## src/rtl/core/stt_pkg.sv

```systemverilog
// Shared constants for the sparse triple transpose block.
`timescale 1ns / 1ps

package stt_pkg;

    localparam int CAPACITY = 64;
    localparam int MAX_DIM  = 256;

    localparam int ADDR_W  = $clog2(CAPACITY);
    localparam int CNT_W   = $clog2(CAPACITY + 1);
    localparam int DIM_W   = 9;
    localparam int VAL_W   = 32;
    localparam int ENTRY_W = 2 * DIM_W + VAL_W;
    localparam int TDATA_W = ((ENTRY_W + 7) / 8) * 8;

    typedef struct packed {
        logic [VAL_W-1:0] value;
        logic [DIM_W-1:0] col;
        logic [DIM_W-1:0] row;
    } t_entry;

endpackage

```

## src/rtl/core/sparse_triple_transpose.sv

```systemverilog
// Sparse matrix triplet transpose: loads triples into a RAM, emits them by column.
// Load: one request per cycle into the entry RAM, no result until the last one.
// Emission walk: one pass over the stored entries per distinct in-range column plus
//   one seek pass; each pass reads every stored entry through the single RAM read port.
// Output register: a result reaches o_m_axis_* one match later (or at walk end).
// Reset: synchronous, active low; clears count, flags and state, not the RAM.
`timescale 1ns / 1ps

module sparse_triple_transpose
    import stt_pkg::*;
(
    input  logic               i_clk,
    input  logic               i_rst_n,
    // configuration: num_cols
    input  logic               i_cfg_we,
    input  logic [DIM_W-1:0]   i_cfg_wdata,
    // input requests
    input  logic               i_s_axis_tvalid,
    output logic               o_s_axis_tready,
    input  logic [TDATA_W-1:0] i_s_axis_tdata,  // in_row, in_col, in_value, zero pad
    input  logic               i_s_axis_tuser,  // has_entry
    input  logic               i_s_axis_tlast,  // last_entry
    // results
    output logic               o_m_axis_tvalid,
    input  logic               i_m_axis_tready,
    output logic [TDATA_W-1:0] o_m_axis_tdata,  // out_row, out_col, out_value, zero pad
    output logic               o_m_axis_tuser,  // overflow
    output logic               o_m_axis_tlast   // out_last
);

    localparam logic [1:0] ST_LOAD  = 2'd0;
    localparam logic [1:0] ST_SCAN  = 2'd1;
    localparam logic [1:0] ST_DRAIN = 2'd2;

    t_entry mem [CAPACITY];

    logic [1:0]       r_state, n_state;
    logic [DIM_W-1:0] r_num_cols;
    logic [CNT_W-1:0] r_count, n_count;
    logic             r_dropped, n_dropped;
    logic             r_scan_ovf, n_scan_ovf;
    logic [DIM_W-1:0] r_limit, n_limit;
    logic [CNT_W-1:0] r_addr, n_addr;
    logic [DIM_W-1:0] r_cur, n_cur;
    logic [DIM_W-1:0] r_next, n_next;
    logic             r_next_v, n_next_v;
    logic             r_rvalid, n_rvalid;
    t_entry           r_rdata;
    t_entry           r_pend, n_pend;
    logic             r_pend_v, n_pend_v;
    t_entry           r_out, n_out;
    logic             r_out_v, n_out_v;
    logic             r_out_last, n_out_last;
    logic             r_out_ovf, n_out_ovf;

    t_entry in_ent;
    logic   accept, wr_en, full, out_free, match, stall, issue, pass_end, cand, out_load;

    assign in_ent   = t_entry'(i_s_axis_tdata[ENTRY_W-1:0]);
    assign o_s_axis_tready = (r_state == ST_LOAD);
    assign accept   = i_s_axis_tvalid && o_s_axis_tready;
    assign full     = (r_count == CNT_W'(CAPACITY));
    assign wr_en    = accept && i_s_axis_tuser && !full;
    assign out_free = !r_out_v || i_m_axis_tready;

    assign match    = (r_cur != '0) && (r_rdata.col == r_cur);
    assign stall    = r_rvalid && match && r_pend_v && !out_free;
    assign issue    = (r_state == ST_SCAN) && !stall && (r_addr != r_count);
    assign pass_end = (r_state == ST_SCAN) && (r_addr == r_count) && !r_rvalid;
    // candidate for the next column to visit: smallest in-range column above current
    assign cand     = (r_rdata.col != '0) && (r_rdata.col > r_cur)
                   && (r_rdata.col <= r_limit) && (!r_next_v || (r_rdata.col < r_next));

    always_comb begin
        n_state    = r_state;
        n_count    = r_count;
        n_dropped  = r_dropped;
        n_scan_ovf = r_scan_ovf;
        n_limit    = r_limit;
        n_addr     = r_addr;
        n_cur      = r_cur;
        n_next     = r_next;
        n_next_v   = r_next_v;
        n_rvalid   = stall ? r_rvalid : issue;
        n_pend     = r_pend;
        n_pend_v   = r_pend_v;
        n_out      = r_out;
        n_out_last = r_out_last;
        out_load   = 1'b0;

        if (issue) begin
            n_addr = r_addr + 1'b1;
        end

        // push a match through the one-deep lookahead so out_last is known
        if (r_rvalid && !stall) begin
            if (match) begin
                if (r_pend_v) begin
                    out_load   = 1'b1;
                    n_out      = r_pend;
                    n_out_last = 1'b0;
                end
                n_pend   = r_rdata;
                n_pend_v = 1'b1;
            end
            if (cand) begin
                n_next   = r_rdata.col;
                n_next_v = 1'b1;
            end
        end

        unique case (r_state)
            ST_LOAD: begin
                if (accept) begin
                    if (wr_en) begin
                        n_count = r_count + 1'b1;
                    end else if (i_s_axis_tuser) begin
                        n_dropped = 1'b1;
                    end
                    if (i_s_axis_tlast) begin
                        n_scan_ovf = r_dropped || (i_s_axis_tuser && full);
                        n_dropped  = 1'b0;
                        n_limit    = (r_num_cols > DIM_W'(MAX_DIM)) ? DIM_W'(MAX_DIM)
                                                                    : r_num_cols;
                        n_addr     = '0;
                        n_cur      = '0;
                        n_next_v   = 1'b0;
                        n_state    = ST_SCAN;
                    end
                end
            end
            ST_SCAN: begin
                if (pass_end) begin
                    n_addr = '0;
                    if (r_next_v) begin
                        n_cur    = r_next;
                        n_next_v = 1'b0;
                    end else begin
                        n_state = ST_DRAIN;
                    end
                end
            end
            ST_DRAIN: begin
                if (!r_pend_v) begin
                    n_count = '0;
                    n_state = ST_LOAD;
                end else if (out_free) begin
                    out_load   = 1'b1;
                    n_out      = r_pend;
                    n_out_last = 1'b1;
                    n_pend_v   = 1'b0;
                    n_count    = '0;
                    n_state    = ST_LOAD;
                end
            end
            default: begin
                n_state = ST_LOAD;
            end
        endcase

        n_out_v   = out_load ? 1'b1 : (r_out_v && !i_m_axis_tready);
        // overflow travels with the result; the next load may close while it waits
        n_out_ovf = out_load ? r_scan_ovf : r_out_ovf;
    end

    always_ff @(posedge i_clk) begin
        if (!i_rst_n) begin
            r_state    <= ST_LOAD;
            r_num_cols <= DIM_W'(1);
            r_count    <= '0;
            r_dropped  <= 1'b0;
            r_scan_ovf <= 1'b0;
            r_limit    <= '0;
            r_addr     <= '0;
            r_cur      <= '0;
            r_next     <= '0;
            r_next_v   <= 1'b0;
            r_rvalid   <= 1'b0;
            r_pend_v   <= 1'b0;
            r_out_v    <= 1'b0;
            r_out_last <= 1'b0;
        end else begin
            if (i_cfg_we) begin
                r_num_cols <= i_cfg_wdata;
            end
            r_state    <= n_state;
            r_count    <= n_count;
            r_dropped  <= n_dropped;
            r_scan_ovf <= n_scan_ovf;
            r_limit    <= n_limit;
            r_addr     <= n_addr;
            r_cur      <= n_cur;
            r_next     <= n_next;
            r_next_v   <= n_next_v;
            r_rvalid   <= n_rvalid;
            r_pend_v   <= n_pend_v;
            r_out_v    <= n_out_v;
            r_out_last <= n_out_last;
        end
    end

    // payload registers
    always_ff @(posedge i_clk) begin
        r_pend    <= n_pend;
        r_out     <= n_out;
        r_out_ovf <= n_out_ovf;
    end

    // entry RAM: one write port, one registered read port
    always_ff @(posedge i_clk) begin
        if (wr_en) begin
            mem[r_count[ADDR_W-1:0]] <= in_ent;
        end
        if (issue) begin
            r_rdata <= mem[r_addr[ADDR_W-1:0]];
        end
    end

    assign o_m_axis_tvalid = r_out_v;
    assign o_m_axis_tdata  = {(TDATA_W - ENTRY_W)'(0), r_out.value, r_out.row, r_out.col};
    assign o_m_axis_tuser  = r_out_ovf;
    assign o_m_axis_tlast  = r_out_last;

endmodule

```

## config.mk

```make
export PLATFORM = sky130hd
export DESIGN_NAME = sparse_triple_transpose
export DESIGN_NICKNAME = d
export VERILOG_FILES = /design/src/rtl/core/stt_pkg.sv /design/src/rtl/core/sparse_triple_transpose.sv
export SDC_FILE = /design/constraint.sdc
export NUM_CORES = 2
export LEC_CHECK = 0
export BUFFER_PORTS_ARGS = -buffer_cell sky130_fd_sc_hd__buf_2
export CAP_MARGIN = 40
export CORE_AREA = 2 2 541 543
export CTS_CLUSTER_SIZE = 8
export DETAILED_ROUTE_END_ITERATION = 7
export DIE_AREA = 0 0 543 545
export PLACE_DENSITY = 0.61
export SLEW_MARGIN = 10
export SYNTH_ARGS = -nofsm -noshare
export SYNTH_HDL_FRONTEND = slang
export SYNTH_SLANG_ARGS = --single-unit
```

## constraint.sdc

```tcl
create_clock -name i_clk -period 10.5 [get_ports i_clk]
set_clock_uncertainty 0.1 [all_clocks]
set_input_delay 1.575 -clock i_clk [delete_from_list [all_inputs] [get_ports i_clk]]
set_output_delay 1.575 -clock i_clk [all_outputs]
set_load 0.01 [all_outputs]
```

Word-level counts from Yosys, hierarchy flattened
Memories as Yosys holds them, arrays and structs flattened. A register that Yosys moved wholly into a read port is not among the register bits. Index checks and enable logic that the tools add are counted.

Muxes and demuxes: 59. Equal/unequal tests: 14. Add/subtract/negate cells: 2. Reductions and logical operators: 40. $lt $le $gt $ge: 4.

Operators with widths (count): $mux W50 (6); $mux W7 (8); $mux W9 (5); $mux W1 (29); $pmux W7 S2 (2); $pmux W9 S2 (1); $reduce_bool A9 Y1 (2); $logic_and A1 B1 Y1 (17); $add A7 B1 Y7 const B (2); $mux W2 (6); $reduce_and A5 Y1 (2); $eq A9 B9 Y1 (1); $gt A9 B9 Y1 (1); $gt A9 B9 Y1 const B (1); $le A9 B9 Y1 (1); $lt A9 B9 Y1 (1); $ne A2 B2 Y1 const B (4); $reduce_and A4 Y1 (2); $eq A7 B7 Y1 (1); $eq A7 B7 Y1 const B (1); $logic_not A1 Y1 (7); $ne A7 B7 Y1 (1); $ne A2 B1 Y1 const B (3); $pmux W2 S3 (1); 9 further kinds (14).

RAM bits: 3200. Bits of input ports: 72. Output and inout bits: 60. Register bits after elaboration: 160. Memories: 1. Word-level logic and storage cells: 141.

Memories: mem (depth 64, bits a word 50, rd ports 1, clocked after Yosys merged registers in 1, write ports 1, RTL line sparse_triple_transpose.sv:35) `t_entry mem [CAPACITY];`.

Depth between registers and ports, before layout
Word-level depth: 12. Mapped depth: 11. Depth with buffers taken out: 8.

Worst setup path before layout
OpenSTA, ideal clock, no wires.

Kind: input to register. Start: input i_s_axis_tuser. End: memory mem[0][0] (netlist bit) (enable). Required time: 9.942 ns. Setup time: 0.458 ns. Arrival time: 4.700 ns. Path buffers: 1. Cell stages on the path: 5. Slack: 5.242 ns. Cells stage by stage: nor4bb_1 o31ai_1 or2_2 clkbuf_1 nor2_1.

Cells in the longest elaborated chain, start to end: 4.

Ends and longest elaborated chain: start: declaration (RTL line sparse_triple_transpose.sv:21) `input logic i_s_axis_tuser,`; $logic_and A1 B1 Y1 (2 in series) (RTL line sparse_triple_transpose.sv:63) `assign wr_en = accept && i_s_axis_tuser && !full;`; $mux W1 (RTL line sparse_triple_transpose.sv:211) `if (wr_en) begin`; $mux W1 (implied by the code) (RTL line sparse_triple_transpose.sv:212) `mem[r_count[ADDR_W-1:0]] <= in_ent;`; end: declaration (RTL line sparse_triple_transpose.sv:35).

Every way passes these cells.

Worst setup path after layout
Start: input i_s_axis_tuser. End: memory mem[62][6] (netlist bit) (enable).

Same word-level chain as after synthesis.

==> metrics.md <==
| Metric | Value |
|---|---|
| Status | `finished, final reports clean` |
| Sequential-to-total area share from yosys stat | `78.0%` |
| Drt initial violations | `8,431` |
| Area contributors post-synth | `edfxtp_1, mux4_2, dfxtp_1` |
| Clk_lat worst skew | `970 ps` |
| Tcrit/Tclk final | `46.3%` |
| Reg clk slew, reported paths | `50 ps` |
| Cell Pwr Density | `192 nW/µm²` |
| CTS tree | `yes` |
| Core Rows | `198` |
| Tot GR Track Use | `22.9%` |
| Worst-Margin Slew | `931 ps` |
| Vias per std cell | `6.02` |
| Synth Register Bits | `3,410` |
| Count of input and output buffers | `119` |
| HPWL Detailed | `190,000 µm` |
| Most frequent cells after synthesis | `edfxtp_1, mux4_2, nand2_1` |
| Post-synth top area cell | `edfxtp_1` |
| Synth cell types | `57` |
| Final ANT Viol Nets | `0` |
| Post-synthesis instance area | `130,000 µm²` |
| Router iterations before antenna repair | `6` |
| Layout cell share with drive strength beyond 1 | `29.1%` |
| Most common cell in the netlist | `edfxtp_1` |
| CP Max Fanout | `22` |
| Yosys warning total | `0` |
| Sink Count | `3,410` |
| Post-CTS Setup Bufs | `0` |
| Initial Utilization | `44.8%` |
| Post-cts resize count | `0` |
| I/O Pins | `132` |
| Total of max-cap violations | `0` |
| P&R area growth vs syn | `16.3%` |
| Crit path cell chain | `buf_2 > nor4bb_1 > and2_1 > nand3_1 > buf_6 > nor2_4 > buf_4 > buf_4` |
| Critical Path Start Type | `primary input` |
| Number of global-route vias before repair | `63.2k` |
| Endpoint class of the critical path | `register` |
| Reg2Reg Setup Slack | `5720 ps` |
| Drc violations | `0` |
| Setup CP Type | `in -> reg` |
| WP data required | `10,960 ps` |
| Die W | `543 µm` |
| Leakage | `46.1 nW` |
| First-pass GRT wire length | `477,000 µm` |
| Root buffer cell | `clkbuf_16` |
| Final Slew Violations | `0` |
| Main flop type after synthesis | `edfxtp_1` |
| Core box area | `290,000 µm²` |
| Peak supply drop | `0.141 mV` |
| Fraction of registers with async set/reset | `0%` |
| RSZ-0062 raised after global routing | `false` |
| Final setup vio count | `0` |
| Hold Crit Depth | `0` |
| R2R depth | `8` |
| Avg Synthesized Cell Area | `22.5 µm²` |
| Slowest-stage cell, CP | `nor4bb_1` |
| Post-synth EDFFs | `3,301` |
| Hold Buf Count CTS | `0` |
| Setup TNS | `0 ps` |
| Inserted Clock Buffers | `465` |
| Remaining Overflow, GRT | `0` |
| Initial antenna violation count | `20` |
| Worst Path Arrival | `5320 ps` |
| Slew HR | `38.0%` |
| Min-Delay Path Class | `reg -> reg` |
| Final #Nets | `6,401` |
| Peak per-stage delay on the critical path | `730 ps` |
| Highest Clock Rate | `206 MHz` |
| H-tree levels | `5` |
| Via count | `62.7k` |
| Drt total wl | `338,000 µm` |
| Pin count of the biggest net entering global routing | `126` |
| Post-layout total power | `0.0290 W` |
| Die Ht | `545 µm` |
| Final Wtd Congestion | `0.767` |
| Synth top area share | `76.3%` |
| Longest Clk Path Bufs | `4` |
| Final hold vios | `0` |
| Fin crit period | `4860 ps` |
| Routed WL per cell | `32.5 µm` |
| Die area | `296,000 µm²` |
| Syn Inst Count | `5,770` |
| Top cell by count, worst path | `buf_4` |
[per-stage QoR]
| stage | worst slack (ps) | utilization (%) | hold slack, ps | cell area (µm²) | cells |
|---|---|---|---|---|---|
| 3_3_place_gp | 4480 | 46.7 | 304 | 136000 | 9617 |
| 6_report | 5640 | 52.1 | 314 | 151000 | 10400 |
| 3_5_place_dp | 4800 | 47.4 | 305 | 138000 | 9713 |
| 5_1_grt | 5420 | 52.1 | 320 | 151000 | 10400 |
| 4_1_cts | 5760 | 51.9 | 316 | 151000 | 10400 |
| 2_1_floorplan | 5240 | - | 300 | 130000 | 5775 |
[critical path, delay by kind of cell]
family | cells | cell delay, ps
buf+inv | 4 | 1630
simple gates | 4 | 2040
[sequential cells by signal (all words and copies together) (netlist names), 2 cells and up]
register / cells
r_rdata: 50
r_num_cols: 9
r_limit: 9
r_state: 2
r_addr: 7
o_m_axis_tdata: 50
r_cur: 9
mem: 3200
r_next: 9
r_count: 7
r_pend: 50
[per-layer routing]
| metal | vias to the layer above | routed length, µm | track usage [%] |
|---|---|---|---|
| met1 | 34000 | 138000 | 32.8 |
| met4 | 4 | 6650 | 5.26 |
| met3 | 424 | 31900 | 4.63 |
| met2 | 2958 | 162000 | 36.4 |
| li1 | 25300 | - | - |
| met5 | - | 27 | 0 |
[final timing paths]
path,from,end
worst max-delay path,i_s_axis_tuser,mem[62][6]
worst min-delay path,r_rdata[43],r_pend[43]
worst max register to register,r_addr[1],r_rdata[35]
worst min register to register,r_rdata[43],r_pend[43]
[cell families (layout without fill, tap and decap cells)]
family	Yosys count	in the layout	share of synthesized area, %
AOI/OAI and AO/OA	352	352	1.83
xor gates and xnor gates	18	18	0.121
adders and majority gates	29	29	0.279
buffers and inverters	348	1076	1.29
DFF	3410	3410	78.0
muxes	1053	1053	16.5
other	1	17	0.00289
and+or+nand+nor	559	559	1.97
[cells in the final DEF (no fill, tap or decap), types with 36 or more instances in the layout]
cell type,instances
dfxtp_1,103
a211oi_1,51
a21oi_1,63
nand2_1,232
o21ai_0,41
mux2i_1,110
nor2_4,66
mux4_2,868
a22oi_1,36
buf_12,84
nand3_1,55
nor2b_1,82
edfxtp_1,3301
buf_4,130
buf_2,120
clkbuf_1,177
clkbuf_16,466
nor2_1,55
a31oi_1,48
mux2_2,75
[layout make-up]
type / count / area (µm²)
clock inverter: 27 / 676
inverter: 33 / 131
multi-input combinational: 2017 / 27500
timing repair buffer: 373 / 4240
tap: 3900 / 4880
fill: 22100 / 139000
clock buffer: 643 / 12300
antenna: 11 / 27.5
sequential: 3410 / 101000
[power breakdown]
group | switching, W | internal [W] | total (W)
combinational | 0.000318 | 0.000148 | 0.000465
clock | 0.00548 | 0.00804 | 0.0135
sequential | 0.0000115 | 0.0150 | 0.0150
total | 0.00581 | 0.0231 | 0.0290
Note: power is estimated with default switching activity, not from simulation.
